===== config.mk =====
export PLATFORM = sky130hd
export DESIGN_NAME = psu_front
export DESIGN_NICKNAME = d
export VERILOG_FILES = /design/src/rtl/png_scanline_unfilter_assert.svh /design/src/rtl/psu_pkg.sv /design/src/rtl/psu_front.sv
export SDC_FILE = /design/constraint.sdc
export NUM_CORES = 1
export LEC_CHECK = 0
export BUFFER_PORTS_ARGS = -buffer_cell sky130_fd_sc_hd__clkbuf_2
export CORE_MARGIN = 1.5
export CORE_UTILIZATION = 62
export CTS_CLUSTER_DIAMETER = 50
export DETAILED_ROUTE_END_ITERATION = 8
export PLACE_DENSITY = 0.93
export REMOVE_ABC_BUFFERS = 1
export SYNTH_ARGS = -nofsm -noshare
export SYNTH_HDL_FRONTEND = slang
export SYNTH_SLANG_ARGS = --single-unit

===== constraint.sdc =====
create_clock -name i_clk -period 19.96 [get_ports i_clk]
set_input_delay 3.992 -clock i_clk [delete_from_list [all_inputs] [get_ports i_clk]]
set_output_delay 3.992 -clock i_clk [all_outputs]
set_load 0.01 [all_outputs]

===== src/rtl/png_scanline_unfilter_assert.svh =====
// Assertion macros used by the unfilter back end.
`ifndef PNG_SCANLINE_UNFILTER_ASSERT_SVH
`define PNG_SCANLINE_UNFILTER_ASSERT_SVH

// The consequent must hold in the same cycle as the antecedent.
`define PSU_ASSERT_IMP(lbl, clk, rstn, ante, cons) \
    lbl: assert property (@(posedge clk) disable iff (!rstn) (ante) |-> (cons)) \
        else $error("psu: implication violated");

// The consequent must hold in the cycle after the antecedent.
`define PSU_ASSERT_NEXT(lbl, clk, rstn, ante, cons) \
    lbl: assert property (@(posedge clk) disable iff (!rstn) (ante) |=> (cons)) \
        else $error("psu: next-cycle implication violated");

`endif


===== src/rtl/psu_pkg.sv =====
// Shared types, codes and the Paeth predictor for the scanline unfilter.
`default_nettype none
package psu_pkg;

    localparam logic [2:0] FILT_NONE  = 3'd0;
    localparam logic [2:0] FILT_SUB   = 3'd1;
    localparam logic [2:0] FILT_UP    = 3'd2;
    localparam logic [2:0] FILT_AVG   = 3'd3;
    localparam logic [2:0] FILT_PAETH = 3'd4;

    localparam logic [7:0] FILT_CODE_MAX = 8'd4;

    localparam logic [1:0] CFG_WIDTH  = 2'd0;
    localparam logic [1:0] CFG_HEIGHT = 2'd1;
    localparam logic [1:0] CFG_PIXB   = 2'd2;

    localparam int QUEUE_DEPTH = 4;
    localparam int QPTR_W      = 2;
    localparam int QCNT_W      = 3;

    // Byte lane within a pixel, enough for up to four bytes per pixel.
    localparam int LANE_W = 2;

    typedef struct packed {
        logic              bad;
        logic [7:0]        data;
        logic [2:0]        filter;
        logic [LANE_W-1:0] lane;
        logic              above_zero;
        logic              first;
        logic              row_end;
        logic              image_end;
    } t_item;

    function automatic logic [7:0] paeth_pred(input logic [7:0] a,
                                              input logic [7:0] b,
                                              input logic [7:0] c);
        logic signed [10:0] sa;
        logic signed [10:0] sb;
        logic signed [10:0] sc;
        logic signed [10:0] dbc;
        logic signed [10:0] dac;
        logic signed [10:0] dsum;
        logic [10:0]        pa;
        logic [10:0]        pb;
        logic [10:0]        pc;
        logic [7:0]         res;
        sa   = $signed({3'b000, a});
        sb   = $signed({3'b000, b});
        sc   = $signed({3'b000, c});
        dbc  = sb - sc;
        dac  = sa - sc;
        dsum = dbc + dac;
        pa   = dbc[10]  ? $unsigned(-dbc)  : $unsigned(dbc);
        pb   = dac[10]  ? $unsigned(-dac)  : $unsigned(dac);
        pc   = dsum[10] ? $unsigned(-dsum) : $unsigned(dsum);
        if (pa <= pb && pa <= pc) begin
            res = a;
        end else if (pb <= pc) begin
            res = b;
        end else begin
            res = c;
        end
        return res;
    endfunction

endpackage
`default_nettype wire


===== src/rtl/psu_front.sv =====
// Front end: parses the byte stream into filter codes and samples and tracks position.
`default_nettype none
module psu_front import psu_pkg::*; #(
    parameter int MAX_WIDTH       = 4096,
    parameter int MAX_PIXEL_BYTES = 4,
    parameter int ADDR_W          = 14
) (
    input  wire logic              i_clk,
    input  wire logic              i_rst_n,
    input  wire logic              i_valid,
    output logic                   o_stall,
    input  wire logic [7:0]        i_stream_byte,
    input  wire logic              i_start_of_image,
    input  wire logic [12:0]       i_cfg_width,
    input  wire logic [15:0]       i_cfg_height,
    input  wire logic [2:0]        i_cfg_pixb,
    input  wire logic              i_q_full,
    output logic                   o_push,
    output t_item                  o_item,
    output logic [ADDR_W-1:0]      o_col
);

    localparam logic [15:0] MaxW  = 16'(MAX_WIDTH);
    localparam logic [2:0]  MaxPb = 3'(MAX_PIXEL_BYTES);

    logic              r_await, n_await;
    logic [2:0]        r_filter, n_filter;
    logic [ADDR_W-1:0] r_col, n_col;
    logic [1:0]        r_k3, n_k3;
    logic [15:0]       r_row, n_row;
    logic              r_first, n_first;

    logic        accept;
    logic        take_code;
    logic        code_bad;
    logic [15:0] w_eff;
    logic [2:0]  pb_eff;
    logic [18:0] row_len;
    logic        last_col;
    logic        last_row;
    logic [LANE_W-1:0] lane;

    assign o_stall = i_q_full;
    assign accept  = i_valid && !i_q_full;
    assign take_code = r_await || i_start_of_image;
    assign code_bad  = i_stream_byte > FILT_CODE_MAX;

    always_comb begin
        w_eff = {3'b000, i_cfg_width};
        if (w_eff == 16'd0) begin
            w_eff = 16'd1;
        end else if (w_eff > MaxW) begin
            w_eff = MaxW;
        end
        pb_eff = i_cfg_pixb;
        if (pb_eff < 3'd3) begin
            pb_eff = 3'd3;
        end else if (pb_eff > MaxPb) begin
            pb_eff = MaxPb;
        end
    end

    assign row_len  = 19'(w_eff) * 19'(pb_eff);
    assign last_col = (19'(r_col) + 19'd1) >= row_len;
    assign last_row = (i_cfg_height == 16'd0) ||
                      (({1'b0, r_row} + 17'd1) >= {1'b0, i_cfg_height});
    // Lane for three-byte pixels comes from a wrapping counter; for four it is the low bits.
    assign lane = (pb_eff == 3'd3) ? r_k3 : r_col[LANE_W-1:0];

    always_comb begin
        n_await  = r_await;
        n_filter = r_filter;
        n_col    = r_col;
        n_k3     = r_k3;
        n_row    = r_row;
        n_first  = r_first;
        o_push   = 1'b0;
        o_item   = '0;
        o_col    = r_col;
        if (accept) begin
            if (i_start_of_image) begin
                n_row = 16'd0;
            end
            if (take_code) begin
                n_filter = code_bad ? FILT_NONE : i_stream_byte[2:0];
                n_col    = '0;
                n_k3     = 2'd0;
                n_await  = 1'b0;
                n_first  = 1'b1;
                if (code_bad) begin
                    o_push     = 1'b1;
                    o_item.bad = 1'b1;
                end
            end else begin
                o_push            = 1'b1;
                o_item.data       = i_stream_byte;
                o_item.filter     = r_filter;
                o_item.lane       = lane;
                o_item.above_zero = (r_row == 16'd0);
                o_item.first      = r_first;
                o_item.row_end    = last_col;
                o_item.image_end  = last_col && last_row;
                n_first           = 1'b0;
                if (last_col) begin
                    n_await = 1'b1;
                    n_col   = '0;
                    n_k3    = 2'd0;
                    n_row   = last_row ? 16'd0 : r_row + 16'd1;
                end else begin
                    n_col = r_col + 1'b1;
                    n_k3  = (r_k3 == 2'd2) ? 2'd0 : r_k3 + 2'd1;
                end
            end
        end
    end

    always_ff @(posedge i_clk) begin
        if (!i_rst_n) begin
            r_await  <= 1'b1;
            r_filter <= FILT_NONE;
            r_col    <= '0;
            r_k3     <= 2'd0;
            r_row    <= 16'd0;
            r_first  <= 1'b0;
        end else begin
            r_await  <= n_await;
            r_filter <= n_filter;
            r_col    <= n_col;
            r_k3     <= n_k3;
            r_row    <= n_row;
            r_first  <= n_first;
        end
    end

endmodule
`default_nettype wire


==> results of run 1 <==
## cells in the final DEF (no fill, tap or decap), types with 9 or more instances in the layout
| cell | n |
|---|---|
| xnor2_1 | 17 |
| clkbuf_2 | 76 |
| nor3_1 | 9 |
| fa_1 | 12 |
| nand3_1 | 31 |
| dfxtp_1 | 37 |
| a21oi_1 | 29 |
| nand4_1 | 13 |
| o21ai_0 | 13 |
| xor2_1 | 16 |
| nand2_1 | 65 |
| inv_1 | 52 |
| nor2_1 | 34 |
| ha_1 | 49 |
| and3_1 | 21 |
| nor2b_1 | 10 |
| nor4_1 | 12 |
## power by group through the flow
stage / combinational [µW] / clock, µW / sequential, µW
after global placement: 40.9 / 0 / 76.4
after CTS: 43.8 / 54.3 / 74.7
after global routing: 49.4 / 58.1 / 74.8
after floorplan: 28.7 / 0 / 76.3
final: 44.0 / 54.2 / 74.7
after detailed placement: 43.5 / 0 / 76.4
## critical path: stages
cell and delay [ns]:
clkbuf_2 0.10, nor4_1 0.43, nand3_1 0.20, a21oi_1 0.73, and2_1 0.29, inv_1 0.08, fa_1 0.50, inv_1 0.04
ha_1 0.33, nor2b_1 0.15, o21a_1 0.17, o21ai_0 0.29, a21oi_1 0.16, a21boi_0 0.31, nor2b_1 0.20, xor2_1 0.18
ha_1 0.19, o21a_1 0.12, o21ai_0 0.06, a221o_1 0.36, a311oi_2 0.34, o211ai_2 0.26, inv_1 0.23, clkbuf_2 0.16
## area by class of cell
cell class	count	area (µm²)	area share [%]
Clock buffer	7	86.3	1.83
Timing Repair Buffer	78	395	8.36
Sequential cell	37	741	15.7
Inverter	52	195	4.13
Tap cell	80	100	2.12
Multi-Input combinational cell	443	3210	67.9
## cells by family (layout without fill, tap and decap cells)
group                      Yosys count  in the layout
and+or+nand+nor                    234            234
AOI/OAI and AO/OA                  109            109
buffers and inverters               75            137
adders and majority gates           61             61
DFF                                 37             37
xor gates and xnor gates            33             33
muxes                                6              6
## how the worst max path moves through the flow
stage,from,end
floorplan,i_cfg_width[3],o_item[0]
global placement,i_cfg_width[8],o_item[1]
detailed placement,i_cfg_width[8],o_item[1]
CTS,i_cfg_width[7],o_item[1]
global route,i_cfg_width[7],o_item[1]
finish,i_cfg_width[7],o_item[1]
## state kept, by name (all words and copies together) (netlist names)
register / count
r_first: 1
r_row: 16
r_k3: 2
r_filter: 3
o_col: 14
r_await: 1
## stage by stage
step	cells	util, %	setup WS, ns	power (µW)
3_5_place_dp	690	69.1	6.32	120
2_1_floorplan	532	-	7.40	105
4_1_cts	697	70.4	6.29	173
3_3_place_gp	690	69.1	6.59	117
5_1_grt	697	70.4	5.86	182
6_report	697	70.4	6.10	173
## metal layers
| layer | global-route usage [%] | vias up | wire length, µm |
|---|---|---|---|
| met1 | 37.8 | 2058 | 4620 |
| met2 | 49.5 | 169 | 5140 |
| met3 | 3.75 | 25 | 638 |
| met5 | 0 | - | 0 |
| met4 | 8.80 | 0 | 223 |
| li1 | - | 2116 | - |
==> results.ini, run 1 <==
[outcome]
status = finished clean

[logic_synthesis]
synth_top_area_cell = dfxtp_1
synth_top_family_by_area = simple AND/OR/NAND/NOR gates
yosysSeqAreaShare_pct = 17.4
synthTopCellsByCount = nand2_1, inv_1, ha_1
synth_edf_count = 0
synth-simple-area-share_pct = 28.7
synth-seq-cells = 37
yosys_most_used_dff = dfxtp_1
synth_compound_area_share_pct = 18.4
synthMuxAreaShare_pct = 1.44
postSynthAreaPerCell_um2 = 7.67
yosys.cell_count.top_type = nand2_1
synth_area_leaders = dfxtp_1, ha_1, nand2_1
synthArstFlopShare_pct = 0
synth_xor_area_share_pct = 6.79
synth_cell_types = 64
synth-adder-area-share_pct = 20.0
synthesis.area_um2 = 4260
synth_top_area_share_pct = 17.4
yosys_warnings = 0
synth_cells = 555

[sta]
maxSlewViolCount = 0
tightest_slew_ns = 1.01
hold_viol = 0
hold_ws_ns = 0.482
fin_tns_setup_ns = 0
setup_viol = 0
fin_skew_ns = 0.0100
rsz0062_at_grt = false
slew_headroom_pct = 32.6
post-route-period-util_pct = 69.4
fmaxAchievable_mhz = 72.2
post-route-min-period_ns = 13.86

[clock_tree]
cts_resized = 0
htreeDepth = 2
cts_buffer_depth = 2
clock_sinks = 37
cts_tree = yes
clkLatencyLatePin_ns = 0.29
clk_pin_slew_ns = 0.07
postCtsSetupBuffers = 0
hold_buffers = 0
cts-root-buf = clkbuf_8
cts_inserted_buffers = 5

[setup_path]
crit_required_ns = 15.97
worstRegToRegCells = 14
r2r_start = o_col[0]
r2r-end = r_row[3]
critPathArrivalTime_ns = 9.86
reg2reg_setup_slack_ns = 15.74
cp_max_fo = 13
worst_setup_path_end_kind = output port
crit_type = input port to output port
start_kind = input port

[floorplanning]
row_count = 30
core_um2 = 6720
die_width_um = 85.9
start_util_pct = 63.4
die-height_um = 85.9
num_io_pins = 79
die_area_um2 = 7380

[finish]
nets = 723
drive_gt1_share_pct = 16.7
postLayoutCellArea_um2 = 4730
syn_to_final_growth_pct = 11.0
num_antenna_cells = 0
fillers = 515

[place]
gp_congestion = 0.888
place_hpwl_um = 8400
port_buffers = 76
place_area_um2 = 4640

[detailed_routing]
drtPass1Iterations = 5
via_per_inst = 6.27
final_antenna_net_count = 0
post_drt_wl_per_cell_um = 15.2
drtIter0Drc = 284
vias = 4368
drc = 0
wirelength_um = 10600

[global_route]
gr-total-overflow = 0
grt_pass1_wl_um = 17400
grt_use_total_pct = 28.8
antenna_found_initial = 0
grt_max_degree = 24
grt_pass1_vias = 3981

[flow_run]
maxCapViolations = 0

[power]
vdd_drop_max_uv = 33.7
internal_power_uw = 119
power_density_nw_per_um2 = 36.6
combPwrFrac_pct = 25.4
netSwitchingPower_uw = 53.4
clkPwrFrac_pct = 31.3
p_leak_uw = 0.00234
pwr-share-seq_pct = 43.2
switching_share_pct = 30.9

[min_path]
min_delay_worst_endpoint = r_filter[1]
min_from = r_filter[1]
hold_path_depth = 2
hp-class = flop to flop

Power figures use the tool's default switching activity.
==> run 2, diff against run 1 <==
- ABC_AREA: default -> 1
- CORE_UTILIZATION: 62 -> 52
- PLACE_DENSITY: 0.93 -> 0.83
- clock period: 19.96 -> 11.5 ns (I/O delays scaled with it)
==> run 2 against run 1 <==
  * Global-route usage decreased by 4.1 points
  * Wire length increased by 0.11%
  * Setup slack got worse by 4.6 ns
  * Critical path depth increased by 13
  * Combinational power increased by 130%
  * Clock power increased by 70%
  * Worst hold slack got worse by 0.0065 ns
  * Area after synthesis increased by 3.6%
  * Clock skew decreased by 0.0067 ns
  * Largest cell class unchanged
  * Highest routed layer unchanged
==> results.ini, run 2 <==
[power]
p_total_uw = 334  ; +93%
power_density_nw_per_um2 = 68.1  ; +86%
p_leak_uw = 0.00255  ; +8.6%
vdd_drop_max_uv = 43.2  ; +28%

[global_route]
grt_max_degree = 35  ; +46%
grt_pass1_vias = 4378  ; +10%
gr-total-overflow = 0  ; unchanged
antenna_found_initial = 0  ; unchanged
grt_use_total_pct = 24.7  ; -4.1 points
grt_pass1_wl_um = 18400  ; +5.5%

[finish]
drive_gt1_share_pct = 14.4  ; -2.3 points
postLayoutCellArea_um2 = 4900  ; +3.7%
layout_common_cells = nand2_1, inv_1, clkbuf_2, nor2_1, a21oi_1
regMostFlops = r_row
final_common_cell = nand2_1
utilization_pct = 59.7  ; -11 points
fillers = 781  ; +52%
syn_to_final_growth_pct = 11.1  ; about the same
num_antenna_cells = 0  ; unchanged
largest_reg_flops = 16  ; unchanged
nets = 854  ; +18%

[logic_synthesis]
synth_cell_types = 43  ; -33%
synth_area_leaders = dfxtp_1, ha_1, nand2_1
yosys_most_used_dff = dfxtp_1
synth-seq-cells = 37  ; unchanged
yosys.cell_count.top_type = nand2_1
synthArstFlopShare_pct = 0  ; unchanged
synth_top_area_cell = dfxtp_1
postSynthAreaPerCell_um2 = 6.44  ; -16%
synth_top_area_share_pct = 16.8  ; -0.61 points
synthesis.area_um2 = 4410  ; +3.6%
yosys_warnings = 0  ; unchanged
synth_cells = 685  ; +23%
yosysSeqAreaShare_pct = 16.8  ; -0.61 points
synth_edf_count = 0  ; unchanged
synthTopCellsByCount = nand2_1, inv_1, nor2_1

[floorplanning]
die_width_um = 95.1  ; +11%
die_area_um2 = 9050  ; +23%
start_util_pct = 53.7  ; -9.7 points
row_count = 33  ; +10%
num_io_pins = 79  ; unchanged
die-height_um = 95.1  ; +11%
core_um2 = 8220  ; +22%

[clock_tree]
cts_tree = yes
htreeDepth = 2  ; unchanged
clkLatencyLatePin_ns = 0.29  ; about the same
hold_buffers = 0  ; unchanged
clock_sinks = 37  ; unchanged
cts_inserted_buffers = 5  ; unchanged
cts_buffer_depth = 2  ; unchanged
cts-root-buf = clkbuf_8
cts_resized = 0  ; unchanged
clk_pin_slew_ns = 0.07  ; about the same
postCtsSetupBuffers = 0  ; unchanged

[flow_run]
maxCapViolations = 0  ; unchanged

[sta]
slew_headroom_pct = 60.0  ; +27 points
post-route-min-period_ns = 10.01
hold_viol = 0  ; unchanged
fin_tns_setup_ns = 0  ; unchanged
maxSlewViolCount = 0  ; unchanged
finalWorstSetupSlack_ns = 1.49  ; -4.62 ns
post-route-period-util_pct = 87.1
rsz0062_at_grt = false
fin_skew_ns = 0.00332  ; -0.00673 ns
setup_viol = 0  ; unchanged
tightest_slew_ns = 0.600  ; -0.407 ns
fmaxAchievable_mhz = 99.9

[detailed_routing]
drc = 0  ; unchanged
drtPass1Iterations = 5  ; unchanged
vias = 4586  ; +5.0%
wirelength_um = 10600  ; +0.11%
drtIter0Drc = 333  ; +17%
post_drt_wl_per_cell_um = 12.5  ; -18%
via_per_inst = 5.38  ; -14%
final_antenna_net_count = 0  ; unchanged

[setup_path]
critPathLaunch = i_cfg_width[8]
start_kind = input port
reg2reg_setup_slack_ns = 8.04  ; -7.70 ns
crit_end = o_item[0]
cp_common_cell = inv_1
crit_required_ns = 9.20  ; -6.77 ns
r2r-end = r_row[1]
cpMaxStageDelayCell = fa_1
critPathArrivalTime_ns = 7.71  ; -2.15 ns
critPathMaxStageDelay_ns = 0.45  ; -0.28 ns
worstRegToRegCells = 20  ; +6
r2r_start = r_row[0]
crit_type = input port to output port
cp_max_fo = 21  ; +8
worst_setup_path_end_kind = output port

[place]
dp_slack_ns = 1.48  ; -4.84 ns
place_hpwl_um = 8560  ; +1.9%
gp_congestion = 0.921  ; +3.7%
place_area_um2 = 4820  ; +3.8%
port_buffers = 76  ; unchanged

[outcome]
status = finished clean

[min_path]
min_from = r_filter[2]
hp-class = flop to flop

run 2: changes by cell type after synthesis, moves of 13 or more:
cell	change
and3_1	-20
nor2_1	+27
inv_1	+62
nand2_1	+68
xnor2_1	-13
a21oi_1	+27
o21ai_0	+29
nand3_1	+24
run 2: through the flow:
| step | std cells | hold WS [ns] |
|---|---|---|
| after CTS | 853 | 0.476 |
| after detailed placement | 846 | 0.465 |
| after global placement | 846 | 0.455 |
| after global routing | 853 | 0.504 |
| final | 853 | 0.476 |
| after floorplan | 664 | 0.445 |
run 2: how the worst min path moves through the flow:
stage | slack [ns] | depth (start not counted) | end
3_3_place_gp | 0.45 | 2 | r_k3[1]
5_1_grt | 0.50 | 2 | r_k3[1]
3_5_place_dp | 0.47 | 2 | r_k3[1]
2_1_floorplan | 0.45 | 2 | r_k3[1]
4_1_cts | 0.48 | 2 | r_k3[1]
6_report | 0.48 | 2 | r_filter[2]
run 2: logic make-up (layout without fill, tap and decap cells):
| kind of cell | count (synthesis) | in the layout | synth area share (%) |
|---|---|---|---|
| AO/OA/AOI/OAI | 115 | 115 | 13.8 |
| XOR/XNOR | 30 | 30 | 5.95 |
| adder cells (fa/ha/maj) | 61 | 61 | 19.3 |
| buffers and inverters | 147 | 210 | 13.3 |
| flip-flops | 37 | 37 | 16.8 |
| AND/OR/NAND/NOR | 295 | 295 | 30.8 |
run 2: worst max-delay path, delay by kind of cell:
kind,cells,cell delay [ns]
simple gates,17,2.11
compound gates,4,0.63
buf+inv,12,1.31
fa+ha+maj,4,1.33
run 2: power breakdown:
part,switching [µW],total (µW),internal (µW)
clock,44.8,92.4,47.6
combinational,65.5,103,37.9
sequential,5.50,138,133
run 2: routing by layer:
layer | global-route usage, % | vias to the layer above | wire [µm]
li1 | - | 2337 | -
met1 | 29.9 | 2083 | 4680
met2 | 44.9 | 155 | 5250
met3 | 3.67 | 11 | 598
met4 | 6.97 | 0 | 101
met5 | 0 | - | 0
run 2: layout make-up:
type	count	area, µm²	area share (%)
Inverter	126	473	9.64
Multi-Input combinational cell	501	3090	62.9
Tap cell	105	131	2.68
Clock buffer	7	86.3	1.76
Sequential cell	37	741	15.1
Timing Repair Buffer	77	388	7.91
