### config.mk
export PLATFORM = sky130hd
export DESIGN_NAME = psu_queue
export DESIGN_NICKNAME = d
export VERILOG_FILES = /design/src/rtl/png_scanline_unfilter_assert.svh /design/src/rtl/psu_pkg.sv /design/src/rtl/psu_queue.sv
export SDC_FILE = /design/constraint.sdc
export NUM_CORES = 1
export LEC_CHECK = 0
export BUFFER_PORTS_ARGS = -buffer_cell sky130_fd_sc_hd__buf_2
export CORE_UTILIZATION = 55
export DETAILED_ROUTE_END_ITERATION = 12
export PLACE_DENSITY = 0.8
export SLEW_MARGIN = 20
export SYNTH_ARGS = -nofsm -noshare
export SYNTH_HDL_FRONTEND = slang
export SYNTH_SLANG_ARGS = --single-unit
### constraint.sdc
create_clock -name i_clk -period 2.6 [get_ports i_clk]
set_clock_uncertainty 0.1 [all_clocks]
set_input_delay 0 -clock i_clk [delete_from_list [all_inputs] [get_ports i_clk]]
set_output_delay 0 -clock i_clk [all_outputs]
set_load 0.1 [all_outputs]
### src/rtl/png_scanline_unfilter_assert.svh
// Assertion macros used by the unfilter back end.
`ifndef PNG_SCANLINE_UNFILTER_ASSERT_SVH
`define PNG_SCANLINE_UNFILTER_ASSERT_SVH

// The consequent must hold in the same cycle as the antecedent.
`define PSU_ASSERT_IMP(lbl, clk, rstn, ante, cons) \
    lbl: assert property (@(posedge clk) disable iff (!rstn) (ante) |-> (cons)) \
        else $error("psu: implication violated");

// The consequent must hold in the cycle after the antecedent.
`define PSU_ASSERT_NEXT(lbl, clk, rstn, ante, cons) \
    lbl: assert property (@(posedge clk) disable iff (!rstn) (ante) |=> (cons)) \
        else $error("psu: next-cycle implication violated");

`endif

### src/rtl/psu_pkg.sv
// Shared types, codes and the Paeth predictor for the scanline unfilter.
`default_nettype none
package psu_pkg;

    localparam logic [2:0] FILT_NONE  = 3'd0;
    localparam logic [2:0] FILT_SUB   = 3'd1;
    localparam logic [2:0] FILT_UP    = 3'd2;
    localparam logic [2:0] FILT_AVG   = 3'd3;
    localparam logic [2:0] FILT_PAETH = 3'd4;

    localparam logic [7:0] FILT_CODE_MAX = 8'd4;

    localparam logic [1:0] CFG_WIDTH  = 2'd0;
    localparam logic [1:0] CFG_HEIGHT = 2'd1;
    localparam logic [1:0] CFG_PIXB   = 2'd2;

    localparam int QUEUE_DEPTH = 4;
    localparam int QPTR_W      = 2;
    localparam int QCNT_W      = 3;

    // Byte lane within a pixel, enough for up to four bytes per pixel.
    localparam int LANE_W = 2;

    typedef struct packed {
        logic              bad;
        logic [7:0]        data;
        logic [2:0]        filter;
        logic [LANE_W-1:0] lane;
        logic              above_zero;
        logic              first;
        logic              row_end;
        logic              image_end;
    } t_item;

    function automatic logic [7:0] paeth_pred(input logic [7:0] a,
                                              input logic [7:0] b,
                                              input logic [7:0] c);
        logic signed [10:0] sa;
        logic signed [10:0] sb;
        logic signed [10:0] sc;
        logic signed [10:0] dbc;
        logic signed [10:0] dac;
        logic signed [10:0] dsum;
        logic [10:0]        pa;
        logic [10:0]        pb;
        logic [10:0]        pc;
        logic [7:0]         res;
        sa   = $signed({3'b000, a});
        sb   = $signed({3'b000, b});
        sc   = $signed({3'b000, c});
        dbc  = sb - sc;
        dac  = sa - sc;
        dsum = dbc + dac;
        pa   = dbc[10]  ? $unsigned(-dbc)  : $unsigned(dbc);
        pb   = dac[10]  ? $unsigned(-dac)  : $unsigned(dac);
        pc   = dsum[10] ? $unsigned(-dsum) : $unsigned(dsum);
        if (pa <= pb && pa <= pc) begin
            res = a;
        end else if (pb <= pc) begin
            res = b;
        end else begin
            res = c;
        end
        return res;
    endfunction

endpackage
`default_nettype wire

### src/rtl/psu_queue.sv
// Small FIFO of classified items between the front end and the reconstruction back end.
`default_nettype none
module psu_queue import psu_pkg::*; #(
    parameter int COL_W = 14
) (
    input  wire logic             i_clk,
    input  wire logic             i_rst_n,
    input  wire logic             i_push,
    input  wire t_item            i_item,
    input  wire logic [COL_W-1:0] i_col,
    output logic                  o_full,
    output logic                  o_valid,
    output t_item                 o_item,
    output logic [COL_W-1:0]      o_col,
    input  wire logic             i_pop
);

    t_item             r_items [QUEUE_DEPTH];
    logic [COL_W-1:0]  r_cols  [QUEUE_DEPTH];
    logic [QPTR_W-1:0] r_wr, r_rd;
    logic [QCNT_W-1:0] r_cnt;
    logic              do_push;
    logic              do_pop;

    assign o_full  = (r_cnt == QCNT_W'(QUEUE_DEPTH));
    assign o_valid = (r_cnt != '0);
    assign o_item  = r_items[r_rd];
    assign o_col   = r_cols[r_rd];
    assign do_push = i_push && !o_full;
    assign do_pop  = i_pop && o_valid;

    always_ff @(posedge i_clk) begin
        if (do_push) begin
            r_items[r_wr] <= i_item;
            r_cols[r_wr]  <= i_col;
        end
    end

    always_ff @(posedge i_clk) begin
        if (!i_rst_n) begin
            r_wr  <= '0;
            r_rd  <= '0;
            r_cnt <= '0;
        end else begin
            if (do_push) begin
                r_wr <= r_wr + 1'b1;
            end
            if (do_pop) begin
                r_rd <= r_rd + 1'b1;
            end
            unique case ({do_push, do_pop})
                2'b10:   r_cnt <= r_cnt + 1'b1;
                2'b01:   r_cnt <= r_cnt - 1'b1;
                default: r_cnt <= r_cnt;
            endcase
        end
    end

endmodule
`default_nettype wire

==> summary.txt, run 1 <==
Run status
  – Status: completed

Synthesis
  – Netlist cell types: 23
  – Post-synth top flop: edfxtp_1
  – Post-Synthesis Cells: 219
  – Syn_nets: 261
  – Yosys Warn Count: 0
  – Syn avg cell area: 23.5 sq um
  – Async SR Flop Fraction: 0%
  – Synth top cells by count: 128 x edfxtp_1, 30 x mux4_2, 9 x dfxtp_1
  – Top post-synthesis cells by area: edfxtp_1 75%, mux4_2 13%, dfxtp_1 3.5%
  – Yosys top cell area share: 74.5%
  – Most common cell in the netlist: edfxtp_1
  – Register bit count reported by yosys: 137
  – Synth Cell Area: 5160 sq um
  – Number of flops mapped to enable cells by yosys: 128
  – Seq/Total Area, Yosys: 78.0%
  – Leading area contributor after synthesis: edfxtp_1

Setup path
  – Kind of critical path: reg -> out
  – Critical Path Max Stage Delay: 0.58 ns
  – Worst-case reg-to-reg path depth: 9
  – Worst Setup Start Kind: register
  – CP Data Required Time: 2.50 ns
  – Reg2Reg Setup Slack: 0.51 ns
  – Arrival @ worst endpoint: 2.24 ns
  – Cell Chain, Critical Path: buf_12 -> mux4_1 -> buf_2
  – Worst path bufs/invs: 2
  – CP Capture Type: output pin
  – Reg-to-Reg End: r_cnt[2]
  – Crit Path Max Fanout: 23
  – Slowest-stage cell, CP: dfxtp_2
  – Delay-heaviest family, CP: buffers and inverters
  – R2R Path Start: r_cnt[2]

Timing
  – Fin crit share: 89.8%
  – Minimum clock period: 2.34 ns
  – Tightest Pin Transition: 0.557 ns
  – Max-slew violations: 0
  – Final setup margin: 0.264 ns
  – RSZ-0062 raised after global routing: false
  – Hold Fails Final Rpt: 0
  – Min Hold Slack: 0.149 ns
  – F_max: 428 MHz
  – Setup violators final: 0
  – Slew HR: 62.9%

Detailed routing
  – DRT Pass-1 Iters: 5
  – Via count: 2532
  – Post-Route M1 WL: 3560 microns
  – Remaining DRCs: 0
  – Initial DRC Count: 105
  – WL/cell: 19.0 microns
  – Routed wire length: 8810 microns
  – Wire length on met3: 434 microns
  – Met2 WL post-DR: 4720 microns
  – Top sig layer: met4
  – ANT nets after route: 0
  – Avg Vias per Cell: 5.47

Min path
  – Hold Path Class: in -> reg
  – WHS Endpoint: r_cols[2][8]
  – Worst hold stages: 2
  – Hold_sp: i_col[8]

Placed design
  – Pre-CTS setup slack: 0.525 ns
  – PortBufs: 69
  – HPWL Detailed: 5110 microns
  – Placed cells: 395
  – GP Congestion: 0.674

Floorplan
  – Die footprint: 9770 sq um
  – Die height: 98.8 microns
  – Starting density of the core: 58.0%
  – Core footprint: 8890 sq um
  – Top-Level Pins: 70
  – Num rows: 34
  – Die width: 98.8 microns

Global routing
  – Global Route Usage Sum: 20.2%
  – Remaining global-route overflow: 0
  – Pin count of the biggest net entering global routing: 27
  – First-pass GRT wire length: 14100 microns
  – Number of global-route vias before repair: 2737
  – Initial antenna violation count: 0

CTS
  – CTS max path bufs: 2
  – Clk Latency, worst-skew pair: 0.50 ns
  – H-tree depth: 4
  – Total CTS buffers: 17
  – Clk root buf: clkbuf_8
  – Setup bufs post-CTS: 0
  – Reg clk slew, reported paths: 0.06 ns
  – CTS sink cnt: 137
  – Post-CTS resize count: 0
  – CTS tree: yes

Pwr
  – IR drop worst, VDD: 662 uV
  – Total power density per cell area: 1220 nW/um^2
  – Total power: 8.00 mW
  – P_leak: 2.29 nW

Final layout
  – Post-Layout Cell Count: 463
  – Fillers: 499
  – Multi-input gate area: 1040 sq um
  – Antenna fix cells: 0
  – Final #Nets: 384
  – Area Growth Syn to Fin: 27.3%
  – Fraction of layout cells with a size suffix above 1: 42.5%
  – Register area: 4030 sq um

Flow run
  – MaxCap Viol Count: 0
cells in the final DEF (no fill, tap or decap), drive strengths merged:
cell type,count
o21ai,2
xor2,1
xnor2,3
edfxtp,128
nand2,5
o311ai,1
or3,2
buf,77
dlygate4sd3,36
nor3b,1
mux2i,2
clkbuf,18
dfxtp,9
inv,6
clkinvlp,2
fa,1
ha,5
and2,7
a21boi,1
bufinv,1
o31a,1
nor2b,3
mux4,32
clkinv,11
registers in the layout, indices dropped and copies added, names as in the netlist, named ones only:
| name | count |
|---|---|
| r_wr | 2 |
| r_cnt | 3 |
| r_items | 72 |
| r_cols | 56 |
| r_rd | 2 |
per-layer routing:
layer  up-vias  global-route usage [%]
met5         -                       0
met4         0                    6.89
met3        10                    5.82
met2        75                    34.8
met1      1295                    24.8
li1       1152                       -
worst max path at each step:
| stage | startpoint | to | slack [ns] | cells after the start |
|---|---|---|---|---|
| 2_1_floorplan | r_cnt[0] | r_cnt[2] | -0.16 | 10 |
| 3_3_place_gp | r_cnt[2] | r_cnt[2] | 0.59 | 9 |
| 3_5_place_dp | r_cnt[2] | r_cnt[2] | 0.52 | 9 |
| 4_1_cts | register | o_col[13] | 0.21 | 3 |
| 5_1_grt | register | o_col[13] | 0.14 | 3 |
| 6_report | register | o_col[13] | 0.26 | 3 |
stage by stage:
step           instance area [sq um]  util [%]  setup TNS (ns)
2_1_floorplan                   5190         -          -0.179
3_3_place_gp                    5670      63.8               0
3_5_place_dp                    5670      63.8               0
4_1_cts                         6560      73.8               0
5_1_grt                         6560      73.8               0
6_report                        6560      73.8               0
cell type report:
cell class,count,share of cell area [%]
Multi-Input combinational cell,67,15.9
Inverter,6,0.343
Clock buffer,18,6.37
Clock inverter,14,1.66
Tap cell,108,2.06
Sequential cell,137,61.5
Timing Repair Buffer,113,12.2
power by group:
part	switching, mW	internal, mW	leakage, nW
logic	2.33	0.750	0.783
clock network	0.846	1.25	0.259
registers	0.150	2.67	1.25
total	3.32	4.67	2.29
kinds of logic after synthesis:
logic type,share of synthesized area [%]
flops,78.0
buf+inv,2.28
mux,14.5
simple gates,2.06
xor+xnor,0.680
compound gates,0.825
fa+ha+maj,1.60
repair_timing:
item,in CTS,in global routing
endpoints found under the hold margin,137,0
hold buffers,36,0
endpoints found under the setup margin,0,0
No activity file was read; power rests on OpenSTA's default activity.
==> run 2: changes to the inputs <==
- CORE_ASPECT_RATIO: unset -> 0.9
==> run 2 against run 1 <==
  * Hold slack got worse by 0.00087 ns
  * Largest power group unchanged
  * Register-to-register slack better by 0.02 ns
  * Sequential share of layout area fell by 0.62 points
  * Critical path type unchanged
  * Cell count up 2.8%
  * Clock-buffer cell count unchanged
  * Total power rose by 2.0%
  * Non-clock buffer count is 1 lower
  * Die area about the same
  * Utilization is 1.2 points lower
  * Routed wire length is 0.45% higher
  * Fmax fell by 0.63%
==> summary.txt, run 2 (same netlist as run 1, synthesis figures left out) <==
Setup path
  – Critical Path Max Stage Delay: 0.61 ns
  – Worst Setup Start Kind: register
  – Delay-heaviest family, CP: multiplexers
  – CP Depth: 3
  – Worst path bufs/invs: 2
  – Slowest-stage cell, CP: mux4_1
  – CP Data Required Time: 2.50 ns
  – Crit Path Max Fanout: 17
  – Arrival @ worst endpoint: 2.25 ns
  – Cell Chain, Critical Path: buf_12 -> mux4_1 -> buf_2
  – Kind of critical path: reg -> out
  – Worst-case reg-to-reg path depth: 9
  – CP Capture Type: output pin

Final layout
  – Area Growth Syn to Fin: 28.5%
  – Antenna fix cells: 0
  – Multi-input gate area: 1040 sq um
  – Register area: 4030 sq um
  – Max FFs per register: 72
  – Final instance area: 6630 sq um
  – Largest registers: r_items: 72 flops, r_cols: 56 flops, r_cnt: 3 flops
  – Fillers: 551
  – Post-Layout Cell Count: 476
  – Commonest cells after routing, fill and taps aside: 128 x edfxtp_1, 69 x buf_2, 36 x dlygate4sd3_1
  – Commonest non-fill, non-tap cell in the layout: edfxtp_1
  – Largest reg by FF count: r_items
  – Utilization after layout: 72.6%
  – Final #Nets: 383
  – Fraction of layout cells with a size suffix above 1: 42.9%

CTS
  – Clk root buf: clkbuf_8
  – Total CTS buffers: 17
  – Clk Latency, worst-skew pair: 0.50 ns
  – Setup bufs post-CTS: 0
  – CTS sink cnt: 137
  – Post-CTS resize count: 0
  – CTS Hold Buffers Added: 36
  – H-tree depth: 4
  – CTS tree: yes
  – CTS max path bufs: 2
  – Reg clk slew, reported paths: 0.06 ns

Timing
  – Fin crit share: 90.4%
  – F_max: 425 MHz
  – Tightest Pin Transition: 0.507 ns
  – Slew HR: 66.4%
  – RSZ-0062 raised after global routing: false
  – Minimum clock period: 2.35 ns
  – Final setup margin: 0.249 ns
  – Setup violators final: 0
  – Hold Fails Final Rpt: 0
  – Max-slew violations: 0
  – Total negative setup slack: 0 ns
  – Min Hold Slack: 0.148 ns

Floorplan
  – Top-Level Pins: 70
  – Die height: 93.9 microns
  – Die footprint: 9770 sq um
  – Num rows: 33
  – Die width: 104 microns
  – Starting density of the core: 56.5%
  – Core footprint: 9130 sq um

Detailed routing
  – DRT Pass-1 Iters: 4
  – Avg Vias per Cell: 5.30
  – Remaining DRCs: 0
  – Routed wire length: 8850 microns
  – Initial DRC Count: 101
  – WL/cell: 18.6 microns
  – ANT nets after route: 0
  – Via count: 2524

Placed design
  – GP Congestion: 0.658
  – Area after DPL: 5700 sq um
  – HPWL Detailed: 5110 microns
  – PortBufs: 69
  – Placed cells: 408
  – Pre-CTS setup slack: 0.535 ns

Global routing
  – Global Route Usage Sum: 20.1%
  – Pin count of the biggest net entering global routing: 33
  – First-pass GRT wire length: 13800 microns
  – Initial antenna violation count: 0
  – Remaining global-route overflow: 0
  – Number of global-route vias before repair: 2586

Run status
  – Status: completed

Min path
  – Hold Path Class: in -> reg
  – Worst hold stages: 2

Pwr
  – Total power: 8.15 mW
  – Total power density per cell area: 1230 nW/um^2
  – IR drop worst, VDD: 1330 uV
  – P_leak: 2.29 nW

Flow run
  – MaxCap Viol Count: 0
[run 2: final timing paths]
| check | endpoint | startpoint | slack, ns |
|---|---|---|---|
| hold / removal | r_items[2][12] | i_item[12] | 0.15 |
| setup / recovery | o_col[13] | register | 0.25 |
| hold reg to reg | r_wr[0] | r_wr[0] | 0.40 |
| setup reg to reg | r_cnt[2] | r_cnt[2] | 0.53 |
[run 2: worst register-to-register path: cells and delay by family, from the launching register on]
family                   cells  cell delay, ns
AND/OR/NAND/NOR              3            0.85
adder cells (fa/ha/maj)      2            0.37
flip-flops                   1            0.34
buffers and inverters        2            0.16
AO/OA/AOI/OAI                1            0.12
XOR/XNOR                     1            0.07
[run 2: cell type report]
class,count,share of cell area (%)
Sequential cell,137,60.8
Tap cell,122,2.30
Timing Repair Buffer,112,12.2
Clock buffer,18,6.31
Multi-Input combinational cell,67,15.7
Clock inverter,14,2.30
Inverter,6,0.340
[run 2: per-layer routing]
| metal | up-vias | global-route usage (%) | wire length [microns] |
|---|---|---|---|
| met5 | - | 0 | 0 |
| met4 | 0 | 6.31 | 46 |
| met3 | 4 | 7.63 | 423 |
| met2 | 80 | 32.3 | 4510 |
| met1 | 1290 | 25.6 | 3870 |
| li1 | 1150 | - | - |
[run 2: power breakdown]
group / switching [mW] / total (mW) / leakage, nW / internal, mW
combinational: 2.35 / 3.11 / 0.779 / 0.760
sequential: 0.138 / 2.81 / 1.25 / 2.67
clock: 0.868 / 2.23 / 0.255 / 1.36
total: 3.36 / 8.15 / 2.29 / 4.80
==> run 3: changes to the inputs <==
- RECOVER_POWER: unset -> 50
==> run 3 against run 2 <==
  * Routed wire length fell by 0.49%
  * Clock-buffer cell count is the same
  * Via count grew 0.12%
  * Clock power barely moved
  * Cell count unchanged
  * Sequential power barely moved
  * Register-to-register slack lost 0.22 ns
  * Fmax increased by 0.49%
  * Die area unchanged
  * Sequential share of layout area up 0.84 points
  * Critical path type unchanged
  * Critical endpoint unchanged
==> summary.txt, run 3 (same netlist as run 1, synthesis figures left out) <==
Floorplan
  – Num rows: 33
  – Die width: 104 microns
  – Starting density of the core: 56.5%
  – Die footprint: 9770 sq um
  – Core footprint: 9130 sq um
  – Die height: 93.9 microns
  – Top-Level Pins: 70

Detailed routing
  – Avg Vias per Cell: 5.31
  – DRT Pass-1 Iters: 4
  – Initial DRC Count: 96
  – Via count: 2527
  – ANT nets after route: 0
  – Remaining DRCs: 0
  – WL/cell: 18.5 microns
  – Routed wire length: 8810 microns

Final layout
  – Post-Layout Cell Count: 476
  – Area Growth Syn to Fin: 26.7%
  – Register area: 4030 sq um
  – Antenna fix cells: 0
  – Fillers: 566
  – Commonest cells after routing, fill and taps aside: 128 x edfxtp_1, 36 x dlygate4sd3_1, 35 x clkbuf_1, 35 x buf_2, 30 x mux4_2
  – Max FFs per register: 72
  – Multi-input gate area: 1020 sq um
  – Largest reg by FF count: r_items
  – Utilization after layout: 71.6%
  – Final #Nets: 383
  – Commonest non-fill, non-tap cell in the layout: edfxtp_1
  – Largest registers: r_items: 72 flops, r_cols: 56 flops, r_cnt: 3 flops
  – Fraction of layout cells with a size suffix above 1: 32.2%

Setup path
  – CP Capture Type: output pin
  – Worst-case reg-to-reg path depth: 4
  – R2R Path Start: r_cnt[2]
  – CP Data Required Time: 2.50 ns
  – Reg2Reg Setup Slack: 0.31 ns
  – Kind of critical path: reg -> out
  – Worst Setup Start Kind: register
  – Crit Path Max Fanout: 17
  – Arrival @ worst endpoint: 2.24 ns
  – Reg-to-Reg End: r_items[2][12]

CTS
  – Setup bufs post-CTS: 0
  – Post-CTS resize count: 0
  – CTS sink cnt: 137
  – Reg clk slew, reported paths: 0.06 ns
  – CTS tree: yes
  – CTS Hold Buffers Added: 36
  – CTS max path bufs: 2
  – Total CTS buffers: 17
  – Clk root buf: clkbuf_8
  – Clk Latency, worst-skew pair: 0.50 ns
  – H-tree depth: 4

Placed design
  – GP Congestion: 0.658
  – HPWL Detailed: 5110 microns
  – Placed cells: 408
  – PortBufs: 69

Min path
  – Hold_sp: i_item[12]
  – WHS Endpoint: r_items[3][12]
  – Hold Path Class: in -> reg
  – Worst hold stages: 2

Pwr
  – Switching power: 3.34 mW
  – Clock power share: 27.5%
  – IR drop worst, VDD: 1310 uV
  – Switch share: 41.2%
  – Flop pwr share: 34.5%
  – Total power density per cell area: 1240 nW/um^2
  – Pint: 4.77 mW
  – Total power: 8.12 mW
  – Logic pwr share: 38.0%
  – P_leak: 2.18 nW

Global routing
  – Remaining global-route overflow: 0
  – Met1 track demand over resource: 25.6%
  – First-pass GRT wire length: 13800 microns
  – GRT met2 Usage: 32.3%
  – Met3 usage: 7.63%
  – Number of global-route vias before repair: 2586
  – Global Route Usage Sum: 20.1%
  – Initial antenna violation count: 0
  – Pin count of the biggest net entering global routing: 33
  – GRT Max-Usage Layer: met2

Flow run
  – MaxCap Viol Count: 0

Timing
  – Max-slew violations: 0
  – Tightest Pin Transition: 1.18 ns
  – Fin crit share: 90.0%
  – Minimum clock period: 2.34 ns
  – Hold Fails Final Rpt: 0
  – Slew HR: 21.8%
  – RSZ-0062 raised after global routing: false
  – Setup violators final: 0
  – F_max: 427 MHz

Run status
  – Status: completed
==> run 3: changes by cell type in the layout (fill, tap and decap cells not counted) <==
cell | previous run | this run
clkinv_1 | 0 | 1
clkbuf_2 | 0 | 2
nor3b_1 | 0 | 1
buf_2 | 69 | 35
o311ai_2 | 1 | 0
nor3b_4 | 1 | 0
dfxtp_1 | 4 | 5
buf_12 | 4 | 2
o311ai_0 | 0 | 1
dfxtp_2 | 4 | 3
clkbuf_1 | 1 | 35
inv_2 | 2 | 1
==> run 3: cell type report <==
cell class              count  share of cell area [%]
flip-flops and latches    137                    61.7
multi-input cells          67                    15.6
repair buffers            112                    11.3
clock buffers              18                    6.39
clock inverters            14                    2.34
well taps                 122                    2.34
inverters                   6                   0.345
==> run 3: worst max-delay path by stage <==
stage,to,startpoint,cells after the start,slack [ns]
floorplan,r_cnt[2],r_cnt[0],10,-0.16
global placement,r_cnt[2],r_cnt[0],9,0.62
detailed placement,r_cnt[2],r_cnt[2],9,0.54
CTS,o_col[13],register,3,0.17
global route,o_col[13],register,3,0.12
finish,o_col[13],register,3,0.26
==> run 3: worst max-delay path: stages, from the launching register on <==
cell	delay, ns
dfxtp_2	0.55
buf_12	0.24
mux4_1	0.61
buf_2	0.32
==> run 3: power by group through the flow <==
stage	clock, mW	sequential, mW	combinational (mW)
floorplan	0	2.78	2.75
global placement	0	2.84	3.05
detailed placement	0	2.86	3.08
CTS	2.29	2.82	3.14
global route	2.39	2.83	3.19
finish	2.23	2.80	3.09
==> run 3: per-stage QoR <==
stage                     setup TNS (ns)  hold slack (ns)  instance area [sq um]  setup slack, ns
after detailed placement               0            0.117                   5700            0.535
after floorplan                   -0.179         -0.00113                   5190           -0.158
after global routing                   0            0.186                   6540            0.124
final                                  0            0.196                   6540            0.261
after CTS                              0            0.120                   6630            0.165
after global placement                 0            0.112                   5700            0.620
==> run 3: per-layer routing <==
layer / part of all wire, % / vias up
met1: 43 / 1283
met4: 0.72 / 0
met3: 5.6 / 8
met5: 0 / -
met2: 51 / 88
li1: - / 1148
